==> config.mk <==
export PLATFORM = sky130hd
export DESIGN_NAME = current_sensor_frame_decoder_top
export DESIGN_NICKNAME = d
export VERILOG_FILES = /design/src/rtl/csfd_pkg.sv /design/src/rtl/csfd_front.sv /design/src/rtl/csfd_queue.sv /design/src/rtl/csfd_back.sv /design/src/rtl/current_sensor_frame_decoder_top.sv
export SDC_FILE = /design/constraint.sdc
export NUM_CORES = 1
export LEC_CHECK = 0
export BUFFER_PORTS_ARGS = -buffer_cell sky130_fd_sc_hd__buf_2
export CORE_MARGIN = 3
export CORE_UTILIZATION = 62
export DETAILED_ROUTE_END_ITERATION = 7
export PLACE_DENSITY = 0.85
export SLEW_MARGIN = 20
export SYNTH_ARGS = -nofsm -noshare
export SYNTH_HDL_FRONTEND = slang
export SYNTH_SLANG_ARGS = --single-unit
export TNS_END_PERCENT = 10
==> constraint.sdc <==
create_clock -name clk -period 17.85 [get_ports clk]
set_input_delay 1.785 -clock clk [delete_from_list [all_inputs] [get_ports clk]]
set_output_delay 1.785 -clock clk [all_outputs]
set_load 0.005 [all_outputs]
==> src/rtl/csfd_pkg.sv <==
// ----------------------------------------------------------------------------
// Current sensor frame decoder package
// Request types, decoded operation type, codes and reset values.
// ----------------------------------------------------------------------------
package csfd_pkg;

  // Input request kinds
  localparam logic [1:0] CMD_FRAME = 2'd0;
  localparam logic [1:0] CMD_TICK  = 2'd1;
  localparam logic [1:0] CMD_POLL  = 2'd2;

  // Configuration register indexes
  localparam logic [2:0] REG_RESPONSE_ID    = 3'd0;
  localparam logic [2:0] REG_CURRENT_ID     = 3'd1;
  localparam logic [2:0] REG_VOLTAGE1_ID    = 3'd2;
  localparam logic [2:0] REG_VOLTAGE2_ID    = 3'd3;
  localparam logic [2:0] REG_VOLTAGE3_ID    = 3'd4;
  localparam logic [2:0] REG_TEMPERATURE_ID = 3'd5;
  localparam logic [2:0] REG_POWER_ID       = 3'd6;
  localparam logic [2:0] REG_LINK_TIMEOUT   = 3'd7;

  // Register reset values
  localparam logic [10:0] RST_RESPONSE_ID    = 11'd1297;
  localparam logic [10:0] RST_CURRENT_ID     = 11'd1313;
  localparam logic [10:0] RST_VOLTAGE1_ID    = 11'd1314;
  localparam logic [10:0] RST_VOLTAGE2_ID    = 11'd1315;
  localparam logic [10:0] RST_VOLTAGE3_ID    = 11'd1316;
  localparam logic [10:0] RST_TEMPERATURE_ID = 11'd1317;
  localparam logic [10:0] RST_POWER_ID       = 11'd1318;
  localparam logic [15:0] RST_LINK_TIMEOUT   = 16'd1000;

  // Response codes in data byte 0
  localparam logic [7:0] CODE_CONFIG_ACK = 8'hB4;
  localparam logic [7:0] CODE_ACK_FIRST  = 8'hA0;
  localparam logic [7:0] CODE_ACK_LAST   = 8'hA5;
  localparam logic [7:0] CODE_STORE_ACK  = 8'hB2;
  localparam logic [7:0] CODE_START_ACK  = 8'hB0;
  localparam logic [7:0] CODE_SYS_ERR    = 8'h81;
  localparam logic [7:0] CODE_MEAS_ERR   = 8'h80;

  // Outgoing request codes
  localparam logic [1:0] REQ_NONE = 2'd0;
  localparam logic [1:0] REQ_SYS  = 2'd1;
  localparam logic [1:0] REQ_MEAS = 2'd2;

  // Fault flag positions
  localparam int unsigned FLT_CAN     = 0;
  localparam int unsigned FLT_POWER   = 1;
  localparam int unsigned FLT_CURRENT = 2;
  localparam int unsigned FLT_VREF    = 3;
  localparam int unsigned FLT_TEMP    = 4;
  localparam int unsigned FLT_U1OC    = 5;
  localparam int unsigned FLT_U2OC    = 6;
  localparam int unsigned FLT_U3OC    = 7;
  localparam int unsigned FLT_IOC     = 8;
  localparam int unsigned FLT_NTCL    = 9;
  localparam int unsigned FLT_NTCH    = 10;
  localparam int unsigned FLT_ADC     = 11;

  typedef struct packed {
    logic [1:0]  cmd;
    logic [10:0] frame_id;
    logic [7:0]  payload_byte0;
    logic [7:0]  payload_byte1;
    logic [7:0]  payload_byte2;
    logic [7:0]  payload_byte3;
    logic [7:0]  payload_byte4;
    logic [7:0]  payload_byte5;
  } item_t;

  typedef struct packed {
    logic signed [31:0] current_now;
    logic signed [31:0] voltage_now;
    logic signed [31:0] temperature_now;
    logic signed [31:0] power_now;
    logic               ack_seen;
    logic [11:0]        fault_bits;
    logic               link_good;
    logic [1:0]         send_request;
    logic               unknown_frame;
  } result_t;

  // Configuration write as seen by the internal parts
  typedef struct packed {
    logic        valid;
    logic [2:0]  index;
    logic [15:0] data;
  } cfg_wr_t;

  // Decoded operation handed from front to back
  typedef enum logic [3:0] {
    OP_NOP,
    OP_RESP,
    OP_CURRENT,
    OP_VOLTAGE,
    OP_TEMP,
    OP_POWER,
    OP_IGNORE,
    OP_UNKNOWN,
    OP_TICK,
    OP_POLL
  } op_t;

  typedef struct packed {
    op_t         op;
    logic        ack;
    logic        sys_err;
    logic        meas_err;
    logic [31:0] word;
  } dec_t;

  // Queue status towards front and back
  typedef struct packed {
    logic full;
    logic empty;
  } q_stat_t;

endpackage

==> src/rtl/csfd_front.sv <==
// ----------------------------------------------------------------------------
// Frame decoder front end
// Holds the ID registers, accepts requests and classifies them for the queue.
// ----------------------------------------------------------------------------
module csfd_front import csfd_pkg::*; (
  input  logic    clk,
  input  logic    rst,
  input  cfg_wr_t cfg_wr,
  input  logic    in_valid,
  output logic    in_ready,
  input  item_t   in_data,
  input  q_stat_t q_stat,
  output logic    push,
  output dec_t    push_data
);

  logic [10:0] response_id;
  logic [10:0] current_id;
  logic [10:0] voltage1_id;
  logic [10:0] voltage2_id;
  logic [10:0] voltage3_id;
  logic [10:0] temperature_id;
  logic [10:0] power_id;
  logic        is_ack;
  logic        is_resp;

  // Write the ID registers
  always_ff @(posedge clk) begin
    if (rst) begin
      response_id    <= RST_RESPONSE_ID;
      current_id     <= RST_CURRENT_ID;
      voltage1_id    <= RST_VOLTAGE1_ID;
      voltage2_id    <= RST_VOLTAGE2_ID;
      voltage3_id    <= RST_VOLTAGE3_ID;
      temperature_id <= RST_TEMPERATURE_ID;
      power_id       <= RST_POWER_ID;
    end else if (cfg_wr.valid) begin
      case (cfg_wr.index)
        REG_RESPONSE_ID:    response_id    <= cfg_wr.data[10:0];
        REG_CURRENT_ID:     current_id     <= cfg_wr.data[10:0];
        REG_VOLTAGE1_ID:    voltage1_id    <= cfg_wr.data[10:0];
        REG_VOLTAGE2_ID:    voltage2_id    <= cfg_wr.data[10:0];
        REG_VOLTAGE3_ID:    voltage3_id    <= cfg_wr.data[10:0];
        REG_TEMPERATURE_ID: temperature_id <= cfg_wr.data[10:0];
        REG_POWER_ID:       power_id       <= cfg_wr.data[10:0];
        default: ;
      endcase
    end
  end

  // Accept whenever the queue has room
  assign in_ready = !q_stat.full;
  assign push     = in_valid && !q_stat.full;

  // Detect acknowledge codes of a response frame
  always_comb begin
    is_ack = 1'b0;
    if (in_data.payload_byte0 == CODE_CONFIG_ACK &&
        (in_data.payload_byte1 == 8'd0 || in_data.payload_byte1 == 8'd1) &&
        in_data.payload_byte2 == 8'd1) begin
      is_ack = 1'b1;
    end
    if (in_data.payload_byte0 inside {[CODE_ACK_FIRST:CODE_ACK_LAST],
                                      CODE_START_ACK, CODE_STORE_ACK}) begin
      is_ack = 1'b1;
    end
  end

  assign is_resp = (in_data.frame_id == response_id);

  // Classify the request; first matching ID wins
  always_comb begin
    push_data.ack      = 1'b0;
    push_data.sys_err  = 1'b0;
    push_data.meas_err = 1'b0;
    push_data.word     = {in_data.payload_byte2, in_data.payload_byte3,
                          in_data.payload_byte4, in_data.payload_byte5};
    case (in_data.cmd)
      CMD_FRAME: begin
        if (is_resp) begin
          push_data.op       = OP_RESP;
          push_data.ack      = is_ack;
          push_data.sys_err  = (in_data.payload_byte0 == CODE_SYS_ERR) &&
                               (in_data.payload_byte1 == 8'd0);
          push_data.meas_err = (in_data.payload_byte0 == CODE_MEAS_ERR) &&
                               (in_data.payload_byte1 == 8'd0);
        end else if (in_data.frame_id == current_id) begin
          push_data.op = OP_CURRENT;
        end else if (in_data.frame_id == voltage1_id) begin
          push_data.op = OP_VOLTAGE;
        end else if (in_data.frame_id == voltage2_id ||
                     in_data.frame_id == voltage3_id) begin
          push_data.op = OP_IGNORE;
        end else if (in_data.frame_id == temperature_id) begin
          push_data.op = OP_TEMP;
        end else if (in_data.frame_id == power_id) begin
          push_data.op = OP_POWER;
        end else begin
          push_data.op = OP_UNKNOWN;
        end
      end
      CMD_TICK: push_data.op = OP_TICK;
      CMD_POLL: push_data.op = OP_POLL;
      default:  push_data.op = OP_NOP;
    endcase
  end

endmodule

==> src/rtl/csfd_queue.sv <==
// ----------------------------------------------------------------------------
// Decoded request queue
// Small first-in first-out store between the front end and the back end.
// ----------------------------------------------------------------------------
module csfd_queue import csfd_pkg::*; #(
  parameter int unsigned DEPTH = 2
) (
  input  logic    clk,
  input  logic    rst,
  input  logic    push,
  input  dec_t    push_data,
  input  logic    pop,
  output dec_t    head,
  output q_stat_t q_stat
);

  localparam int unsigned PW = (DEPTH > 1) ? $clog2(DEPTH) : 1;
  localparam int unsigned CW = $clog2(DEPTH + 1);
  localparam logic [PW-1:0] LAST = PW'(DEPTH - 1);
  localparam logic [CW-1:0] FULL_COUNT = CW'(DEPTH);

  dec_t          mem [DEPTH];
  logic [PW-1:0] wr_ptr;
  logic [PW-1:0] rd_ptr;
  logic [CW-1:0] count;

  assign q_stat.full  = (count == FULL_COUNT);
  assign q_stat.empty = (count == '0);
  assign head         = mem[rd_ptr];

  // Store pushed entries
  always_ff @(posedge clk) begin
    if (push) begin
      mem[wr_ptr] <= push_data;
    end
  end

  // Advance pointers and count
  always_ff @(posedge clk) begin
    if (rst) begin
      wr_ptr <= '0;
      rd_ptr <= '0;
      count  <= '0;
    end else begin
      if (push) begin
        wr_ptr <= (wr_ptr == LAST) ? '0 : wr_ptr + 1'b1;
      end
      if (pop) begin
        rd_ptr <= (rd_ptr == LAST) ? '0 : rd_ptr + 1'b1;
      end
      if (push && !pop) begin
        count <= count + 1'b1;
      end else if (pop && !push) begin
        count <= count - 1'b1;
      end
    end
  end

endmodule

==> src/rtl/csfd_back.sv <==
// ----------------------------------------------------------------------------
// Frame decoder back end
// Applies decoded requests to the readings, fault flags and link state, and
// drives the registered result.
// ----------------------------------------------------------------------------
module csfd_back import csfd_pkg::*; (
  input  logic    clk,
  input  logic    rst,
  input  cfg_wr_t cfg_wr,
  input  q_stat_t q_stat,
  input  dec_t    head,
  output logic    pop,
  output logic    out_valid,
  input  logic    out_ready,
  output result_t out_data
);

  logic [15:0]        link_timeout_ms;
  logic signed [31:0] current_reg;
  logic signed [31:0] voltage_reg;
  logic signed [31:0] temperature_reg;
  logic signed [31:0] power_reg;
  logic [11:0]        fault_reg;
  logic               link_ok_reg;
  logic [15:0]        idle_ms_counter;

  logic signed [31:0] current_next;
  logic signed [31:0] voltage_next;
  logic signed [31:0] temperature_next;
  logic signed [31:0] power_next;
  logic [11:0]        fault_next;
  logic               link_ok_next;
  logic [15:0]        idle_next;
  logic               ack;
  logic               unknown;
  logic [1:0]         req;
  logic [7:0]         lo;
  logic [7:0]         hi;

  assign lo  = head.word[31:24];
  assign hi  = head.word[23:16];
  assign pop = !q_stat.empty && (!out_valid || out_ready);

  // Hold the link timeout register
  always_ff @(posedge clk) begin
    if (rst) begin
      link_timeout_ms <= RST_LINK_TIMEOUT;
    end else if (cfg_wr.valid && cfg_wr.index == REG_LINK_TIMEOUT) begin
      link_timeout_ms <= cfg_wr.data;
    end
  end

  // Work out the state after the head request
  always_comb begin
    current_next     = current_reg;
    voltage_next     = voltage_reg;
    temperature_next = temperature_reg;
    power_next       = power_reg;
    fault_next       = fault_reg;
    link_ok_next     = link_ok_reg;
    idle_next        = idle_ms_counter;
    ack              = 1'b0;
    unknown          = 1'b0;
    req              = REQ_NONE;
    case (head.op)
      OP_RESP: begin
        idle_next = '0;
        ack       = head.ack;
        if (head.sys_err) begin
          fault_next[FLT_CAN]     = lo[3] || !link_ok_reg;
          fault_next[FLT_POWER]   = lo[6];
          fault_next[FLT_CURRENT] = 1'b0;
          fault_next[FLT_VREF]    = 1'b0;
          fault_next[FLT_TEMP]    = lo[4] || lo[5];
          req                     = REQ_MEAS;
        end
        if (head.meas_err) begin
          fault_next[FLT_ADC]     = |lo[4:0];
          fault_next[FLT_VREF]    = fault_reg[FLT_VREF] || lo[5];
          fault_next[FLT_CURRENT] = fault_reg[FLT_CURRENT] || lo[6];
          fault_next[FLT_IOC]     = hi[0];
          fault_next[FLT_U1OC]    = hi[1];
          fault_next[FLT_U2OC]    = hi[2];
          fault_next[FLT_U3OC]    = hi[3];
          fault_next[FLT_NTCH]    = hi[4];
          fault_next[FLT_NTCL]    = hi[5];
        end
      end
      OP_CURRENT: begin
        idle_next    = '0;
        current_next = signed'(head.word);
      end
      OP_VOLTAGE: begin
        idle_next    = '0;
        voltage_next = signed'(head.word);
      end
      OP_TEMP: begin
        idle_next        = '0;
        temperature_next = signed'(head.word);
      end
      OP_POWER: begin
        idle_next  = '0;
        power_next = signed'(head.word);
      end
      OP_IGNORE: idle_next = '0;
      OP_UNKNOWN: begin
        idle_next = '0;
        unknown   = 1'b1;
      end
      OP_TICK: begin
        // Saturate at full scale
        if (idle_ms_counter != '1) begin
          idle_next = idle_ms_counter + 1'b1;
        end
      end
      OP_POLL: begin
        link_ok_next = (idle_ms_counter <= link_timeout_ms);
        req          = REQ_SYS;
      end
      default: ;
    endcase
  end

  // Update state on pop
  always_ff @(posedge clk) begin
    if (rst) begin
      current_reg     <= '0;
      voltage_reg     <= '0;
      temperature_reg <= '0;
      power_reg       <= '0;
      fault_reg       <= '0;
      link_ok_reg     <= 1'b0;
      idle_ms_counter <= '0;
    end else if (pop) begin
      current_reg     <= current_next;
      voltage_reg     <= voltage_next;
      temperature_reg <= temperature_next;
      power_reg       <= power_next;
      fault_reg       <= fault_next;
      link_ok_reg     <= link_ok_next;
      idle_ms_counter <= idle_next;
    end
  end

  // Output valid flag
  always_ff @(posedge clk) begin
    if (rst) begin
      out_valid <= 1'b0;
    end else if (pop) begin
      out_valid <= 1'b1;
    end else if (out_ready) begin
      out_valid <= 1'b0;
    end
  end

  // Output payload
  always_ff @(posedge clk) begin
    if (pop) begin
      out_data.current_now     <= current_next;
      out_data.voltage_now     <= voltage_next;
      out_data.temperature_now <= temperature_next;
      out_data.power_now       <= power_next;
      out_data.ack_seen        <= ack;
      out_data.fault_bits      <= fault_next;
      out_data.link_good       <= link_ok_next;
      out_data.send_request    <= req;
      out_data.unknown_frame   <= unknown;
    end
  end

endmodule

==> src/rtl/current_sensor_frame_decoder_top.sv <==
// ----------------------------------------------------------------------------
// Current sensor frame decoder
// Decodes shunt sensor CAN frames, millisecond ticks and fault-check polls.
//
//   channel   direction  signals
//   in        request    in_valid / in_ready / in_data (item_t)
//   out       result     out_valid / out_ready / out_data (result_t)
//   cfg       write      cfg_valid / cfg_ready / cfg_index / cfg_data
//
// One request is taken per cycle while in_ready is high and gives one result.
// The accepting edge classifies the request into the queue; when the back end
// pops it, it applies the request and registers the result. rst is
// synchronous and restores the ID registers, the readings, the faults and
// the idle counter. A stalled output fills the queue of QUEUE_DEPTH entries,
// then in_ready drops. cfg_ready is always high.
// ----------------------------------------------------------------------------
module current_sensor_frame_decoder_top import csfd_pkg::*; #(
  parameter int unsigned QUEUE_DEPTH = 2
) (
  input  logic        clk,
  input  logic        rst,
  input  logic        in_valid,
  output logic        in_ready,
  input  item_t       in_data,
  output logic        out_valid,
  input  logic        out_ready,
  output result_t     out_data,
  input  logic        cfg_valid,
  output logic        cfg_ready,
  input  logic [2:0]  cfg_index,
  input  logic [15:0] cfg_data
);

  cfg_wr_t cfg_wr;
  q_stat_t q_stat;
  logic    push;
  logic    pop;
  dec_t    push_data;
  dec_t    head;

  assign cfg_ready    = 1'b1;
  assign cfg_wr.valid = cfg_valid;
  assign cfg_wr.index = cfg_index;
  assign cfg_wr.data  = cfg_data;

  csfd_front u_front (
    .clk       (clk),
    .rst       (rst),
    .cfg_wr    (cfg_wr),
    .in_valid  (in_valid),
    .in_ready  (in_ready),
    .in_data   (in_data),
    .q_stat    (q_stat),
    .push      (push),
    .push_data (push_data)
  );

  csfd_queue #(
    .DEPTH (QUEUE_DEPTH)
  ) u_queue (
    .clk       (clk),
    .rst       (rst),
    .push      (push),
    .push_data (push_data),
    .pop       (pop),
    .head      (head),
    .q_stat    (q_stat)
  );

  csfd_back u_back (
    .clk       (clk),
    .rst       (rst),
    .cfg_wr    (cfg_wr),
    .q_stat    (q_stat),
    .head      (head),
    .pop       (pop),
    .out_valid (out_valid),
    .out_ready (out_ready),
    .out_data  (out_data)
  );

endmodule

==> results of run 1 <==
[path summary, 6_finish.rpt]
path	start	end	slack [ps]	cells after the start
setup / recovery	out_ready	u_back.idle_ms_counter[3]$_SDFFE_PP0P_	14120	7
setup reg to reg	flip-flop	u_back.current_reg[27]$_SDFFE_PP0P_	15020	5
hold / removal	u_back.current_reg[1]$_SDFFE_PP0P_	u_back.current_reg[1]$_SDFFE_PP0P_	450	2
hold reg to reg	u_back.current_reg[1]$_SDFFE_PP0P_	u_back.current_reg[1]$_SDFFE_PP0P_	450	2
[stage by stage]
step | setup WS [ps] | instance area (µm²)
2_1_floorplan | 11040 | 19300
3_3_place_gp | 13670 | 20600
3_5_place_dp | 13610 | 20600
4_1_cts | 14130 | 22200
5_1_grt | 13970 | 22200
6_report | 14120 | 22200
[metal layers]
| metal | track usage [%] | vias up | wire [µm] |
|---|---|---|---|
| met4 | 10.2 | 0 | 1630 |
| met5 | 0 | - | 0 |
| li1 | - | 6827 | - |
| met3 | 4.35 | 116 | 3990 |
| met1 | 36.3 | 6950 | 18700 |
| met2 | 43.4 | 724 | 22000 |
[cell usage after synthesis, drive strengths merged (3+ instances only)]
cell | number | area, µm²
a211o | 11 | 96.3
nand4 | 11 | 68.8
edfxtp | 223 | 6700
ha | 20 | 250
mux2i | 48 | 480
o22ai | 3 | 31.3
xnor2 | 27 | 236
nor2b | 16 | 100
nand2 | 444 | 1670
o21ai | 140 | 701
and3b | 3 | 26.3
xor2 | 69 | 604
a21o | 3 | 22.5
nor3 | 15 | 80.1
a211oi | 69 | 528
a31oi | 4 | 25.0
dfxtp | 256 | 5120
a21oi | 136 | 681
nand3 | 17 | 85.1
nor4 | 16 | 100
nor3b | 4 | 35.0
nand2b | 10 | 62.6
nand3b | 28 | 210
nor2 | 122 | 468
clkbuf | 103 | 393
buf | 25 | 156
inv | 24 | 90.1
and3 | 5 | 31.3
[layout make-up]
class | instances | area [µm²]
antenna | 2 | 5.00
clock buffer | 70 | 1370
clock inverter | 16 | 205
fill | 2017 | 8480
inverter | 25 | 101
multi-input combinational | 1247 | 6940
sequential | 479 | 11800
tap | 396 | 495
timing repair buffer | 243 | 1260
[cells by family (layout without fill, tap and decap cells)]
family,Yosys count,after routing
xor gates and xnor gates,96,96
buffers and inverters,153,354
other,1,3
AOI/OAI and AO/OA,383,383
muxes,50,50
DFF,479,479
adders and majority gates,20,20
and+or+nand+nor,697,697
[power by group through the flow]
stage                     logic (W)  clock network, W  registers [W]
after CTS                  0.000675           0.00101        0.00150
final                      0.000681          0.000996        0.00150
after global placement     0.000648                 0        0.00151
after global routing       0.000739           0.00105        0.00151
after floorplan            0.000383                 0        0.00154
after detailed placement   0.000667                 0        0.00152
[worst reg2reg max path, delay by kind of cell, from the launching register on]
kind,cells,cell delay [ps]
muxes,1,880
AOI/OAI and AO/OA,2,480
DFF,1,570
and+or+nand+nor,1,170
buffers and inverters,1,570
==> results by group, run 1 <==
Global route
  • Vias in the first global route: 13,700
  • Initial antenna violation count: 2
  • First-pass GRT wire length: 71,600 µm
  • Largest net degree at the start of global routing: 148
  • Global Route Usage Sum: 26.7%
  • Total gr overflow: 0

STA
  • Setup Skew: 31.6 ps
  • Hold WS: 455 ps
  • Minimum clock period: 3730 ps
  • RSZ-0062 raised after global routing: false
  • Fmax achieved: between 200 and 300 MHz
  • Slew margin rel.: about a quarter
  • Final Slew Violations: 0
  • Setup tns final: 0 ps
  • Worst slew pin tran: 1100 ps
  • Period utilization: 20.9%
  • Final Hold Viols: 0
  • Setup violations, final: 0

Synth
  • Syn_area_per_cell: 10.3 µm²
  • Sequential area share after synthesis: 61.1%
  • Post-synthesis mux area share: under 10%
  • Main flop type after synthesis: dfxtp_1
  • Number of flops mapped to enable cells by yosys: around 220
  • Synthesized Nets: 1,984
  • Asr flop ratio synth: 0%
  • Yosys warnings: 0
  • Yosys reg bits: between 400 and 500
  • Synth Area in XOR/XNOR: 4.35%
  • Main combinational cell family by area after synthesis: simple AND/OR/NAND/NOR gates
  • Netlist Area Pre-Place: 19,300 µm²
  • Synth Area in Adders: 1.29%
  • Simple-Gate Fraction of Synth Area: about 15%
  • Yosys cell types: 61
  • Gate Count Post-Synth: 1,879
  • Post-synthesis compound-gate area fraction: 11.9%

Layout
  • Finished Layout Cells: 2,478
  • Layout area overhead: 14.7%
  • Final net count: 2,147
  • Share of layout cells above drive strength 1: 16.3%
  • Largest reg by FF count: u_back.out_data
  • Fin util: 72.3%
  • Max reg flops: 145
  • Most common cell after layout, fill and taps aside: nand2_1
  • Commonest cells after routing, fill and taps aside: 442 x nand2_1, 255 x dfxtp_1, 230 x buf_2, 223 x edfxtp_1, 139 x o21ai_0
  • Largest registers in the final layout: u_back.out_data x145, u_queue.mem x78

Route
  • Final wirelength: 46,300 µm
  • DR DRC count: 0
  • Starting DRT DRC Count: roughly 1,600
  • DRT antenna net count: 0
  • First-pass detailed-route iteration total: 5
  • Drt wl/cell: around 19 µm
  • DR vias/cell: 5.90
  • Via total after detailed routing: 14,600

Place
  • Routability-driven placement congestion ratio: between 0.8 and 0.9
  • Placed insts: 2,390
  • Hpwl dp: ~30,000 µm
  • # port buffers: ~230

Die
  • Die Span Y: 183 µm
  • IO Pins: 233
  • Starting density of the core: 63.1%
  • Row count: 64
  • Die ar.: 33,300 µm²
  • Die X: about 180 µm
  • Core box area: 30,700 µm²

Pwr
  • Tot Pwr: 0.00318 W
  • Pwr dens: 143 nW/µm²
  • Worst IR Drop VDD: 0.151 mV
  • P_int: 0.00220 W
  • Part of the power in registers: 47.2%
  • Leakage: 8.13 nW
  • Sw frac: a little under a third
  • Clock share of power: 31.4%
  • Logic pwr share: between 20% and 30%
  • Net switching power: 0.000976 W

Clock tree
  • Max clock buf depth: 3
  • Reg clk slew, reported paths: approximately 60 ps
  • Post-cts sizing count: 0
  • CTS root buffer: clkbuf_16
  • Clk sinks: 479
  • CTS tree: built
  • Clock latency on the worst-skew pair: between 500 and 600 ps
  • CTS buffer count: 46
  • Post-CTS setup buffer count: 0
  • H-tree Lvls: 2
  • Post-CTS Hold Fix Bufs: 0

Setup path
  • Cell mode on critical path: nand2b_1
  • Worst Path Required: 18,310 ps
  • Crit path max-delay family: buffers and inverters
  • Worst path bufs/invs: 2
  • Worst path max stage delay: 780 ps
  • Kind of critical path: in -> reg
  • Critical Path AT: 4190 ps
  • Critical Path Slowest Stage Cell: buf_4
  • Crit. End Element: flip-flop
  • Cells along the critical path: buf_2, nand2b_1, o21ai_4, buf_4, a211o_1, nand2b_1, nor2_1
  • CP startpoint kind: input pin
  • Crit path max fanout: 77

Run
  • Max_cap viols: 0

Run status
  • Outcome: finished, final reports clean

Worst hold path
  • Type of the worst min-delay path: reg -> reg
No activity file was read; power rests on OpenSTA's default activity.
==> inputs of run 2 (changes only) <==
- CORE_UTILIZATION: 62 -> 52
- PLACE_DENSITY: 0.85 -> 0.76
- clock period: 17.85 -> 3.2 ns (I/O delays scaled with it)
==> results by group, run 2 (synthesis gave the netlist of run 1 again) <==
Worst hold path
  • Type of the worst min-delay path: in -> reg

Place
  • Routability-driven placement congestion ratio: 0.955 (+9.9%)
  • Hpwl dp: 33,300 µm (+12%)
  • # port buffers: 231 (unchanged)
  • Placed insts: 2,484 (+3.9%)

STA
  • Slew margin rel.: 20.8% (-5.6 points)
  • Setup tns final: 0 ps (unchanged)
  • Period utilization: 79.9%
  • Final Hold Viols: 0 (unchanged)
  • Setup violations, final: 0 (unchanged)
  • Setup Skew: 13.7 ps (-17.9 ps)
  • Fmax achieved: 391 MHz
  • Final Slew Violations: 0 (unchanged)
  • RSZ-0062 raised after global routing: false
  • Minimum clock period: 2560 ps
  • Worst slew pin tran: 1190 ps (+91.8 ps)

Die
  • Die X: 199 µm (+8.9%)
  • Die Span Y: 199 µm (+8.9%)
  • Die ar.: 39,500 µm² (+19%)
  • Core box area: 36,600 µm² (+19%)
  • Starting density of the core: 52.8% (-10 points)
  • IO Pins: 233 (unchanged)
  • Row count: 70 (+9.4%)

Clock tree
  • Max clock buf depth: 3 (unchanged)
  • CTS root buffer: clkbuf_16
  • Clock latency on the worst-skew pair: 560 ps (about the same)
  • Clk sinks: 479 (unchanged)
  • CTS buffer count: 47 (+2.2%)
  • CTS tree: built
  • Post-cts sizing count: 0 (unchanged)
  • H-tree Lvls: 2 (unchanged)
  • Reg clk slew, reported paths: 60 ps (about the same)

Route
  • DRT antenna net count: 0 (unchanged)
  • DR DRC count: 0 (unchanged)
  • Final wirelength: 50,600 µm (+9.2%)
  • Drt wl/cell: 19.4 µm (+3.9%)
  • DR vias/cell: 5.69 (-3.5%)
  • Via total after detailed routing: 14,800 (+1.4%)
  • Starting DRT DRC Count: 1,485 (-5.0%)
  • First-pass detailed-route iteration total: 7 (+2)

Global route
  • Global Route Usage Sum: 24.7% (-2.0 points)
  • Initial antenna violation count: 2 (unchanged)
  • Vias in the first global route: 13,900 (+2.0%)
  • Total gr overflow: 0 (unchanged)
  • First-pass GRT wire length: 76,400 µm (+6.7%)
  • Largest net degree at the start of global routing: 211 (+43%)

Setup path
  • Worst Path Required: 3620 ps (-14,690 ps)
  • Crit path max fanout: 34 (-56%)
  • Critical Path AT: 2980 ps (-1210 ps)
  • Kind of critical path: reg -> reg
  • CP startpoint kind: flip-flop
  • Crit. End Element: flip-flop

Pwr
  • Worst IR Drop VDD: 0.887 mV (+490%)
  • Pwr dens: 792 nW/µm² (+450%)
  • Leakage: 8.38 nW (+3.0%)

Layout
  • Fill cells: 2,882 (+43%)
  • Max reg flops: 145 (unchanged)
  • Layout area overhead: 17.8%
  • Commonest cells after routing, fill and taps aside: 442 x nand2_1, 255 x dfxtp_1, 230 x buf_2, 223 x edfxtp_1, 139 x o21ai_0
  • Antenna Cells: 0 (-2)
  • Final net count: 2,204 (+2.7%)
  • Most common cell after layout, fill and taps aside: nand2_1
  • Largest registers in the final layout: u_back.out_data x145, u_queue.mem x78
  • Fin util: 62.2% (-10 points)
  • Finished Layout Cells: 2,606 (+5.2%)
  • Share of layout cells above drive strength 1: 16.7% (+0.35 points)
  • Largest reg by FF count: u_back.out_data

Run
  • Max_cap viols: 0 (unchanged)

Run status
  • Outcome: finished, final reports clean
## run 2: final cells by class
class                   count  area [µm²]  area share (%)
repair buffers            299        1800            7.91
clock buffers              69        1330            5.84
inverters                  25         101           0.445
well taps                 468         586            2.57
flip-flops and latches    479       11800            51.9
clock inverters            19         210           0.923
multi-input cells        1247        6920            30.4
## run 2: layer usage
metal  wire (µm)  up-vias  share of wire (%)  global-route usage (%)
met5          14        -              0.028                       0
met4        1730        4                3.4                    8.88
met3        3820      111                7.6                    4.08
met2       23600      658                 47                    39.8
met1       21400     7134                 42                    33.9
li1            -     6921                  -                       -
## run 2: worst paths after layout
kind | startpoint | endpoint | slack [ps] | cells past startpoint
setup / recovery | flip-flop | u_back.voltage_reg[12]$_SDFFE_PP0P_ | 640 | 5
setup reg to reg | flip-flop | u_back.voltage_reg[12]$_SDFFE_PP0P_ | 640 | 5
hold reg to reg | u_back.link_timeout_ms[1]$_SDFFE_PP0P_ | u_back.link_timeout_ms[1]$_SDFFE_PP0P_ | 450 | 2
hold / removal | cfg_data[12] | u_back.link_timeout_ms[12]$_SDFFE_PP0P_ | 30 | 3
## run 2: timing repair
action,CTS,global route
hold buffers,33,0
endpoints found under the hold margin,62,0
buffers inserted,0,0
setup endpoints to repair,0,0
## run 2: stage by stage
stage	setup WS (ps)	hold WS (ps)	cell area [µm²]	power, W
after floorplan	122	419	19300	0.0106
after global placement	774	441	20900	0.0125
after detailed placement	713	447	20900	0.0126
after CTS	667	0.550	22700	0.0181
after global routing	460	11.9	22800	0.0188
final	643	27.4	22800	0.0180
## run 2: critical path, cell delays in order, from the launching register on
cell	delay, ps
dfxtp_2	530
buf_4	590
mux2i_1	760
o21ai_0	310
nand2_1	130
a21oi_1	90
## run 2: report_power, final
group / leakage [nW] / switching, W / internal [W] / total [W]
combinational: 3.39 / 0.00286 / 0.00124 / 0.00410
sequential: 4.24 / 0.000510 / 0.00791 / 0.00842
clock: 0.750 / 0.00228 / 0.00322 / 0.00550
total: 8.38 / 0.00566 / 0.0124 / 0.0180
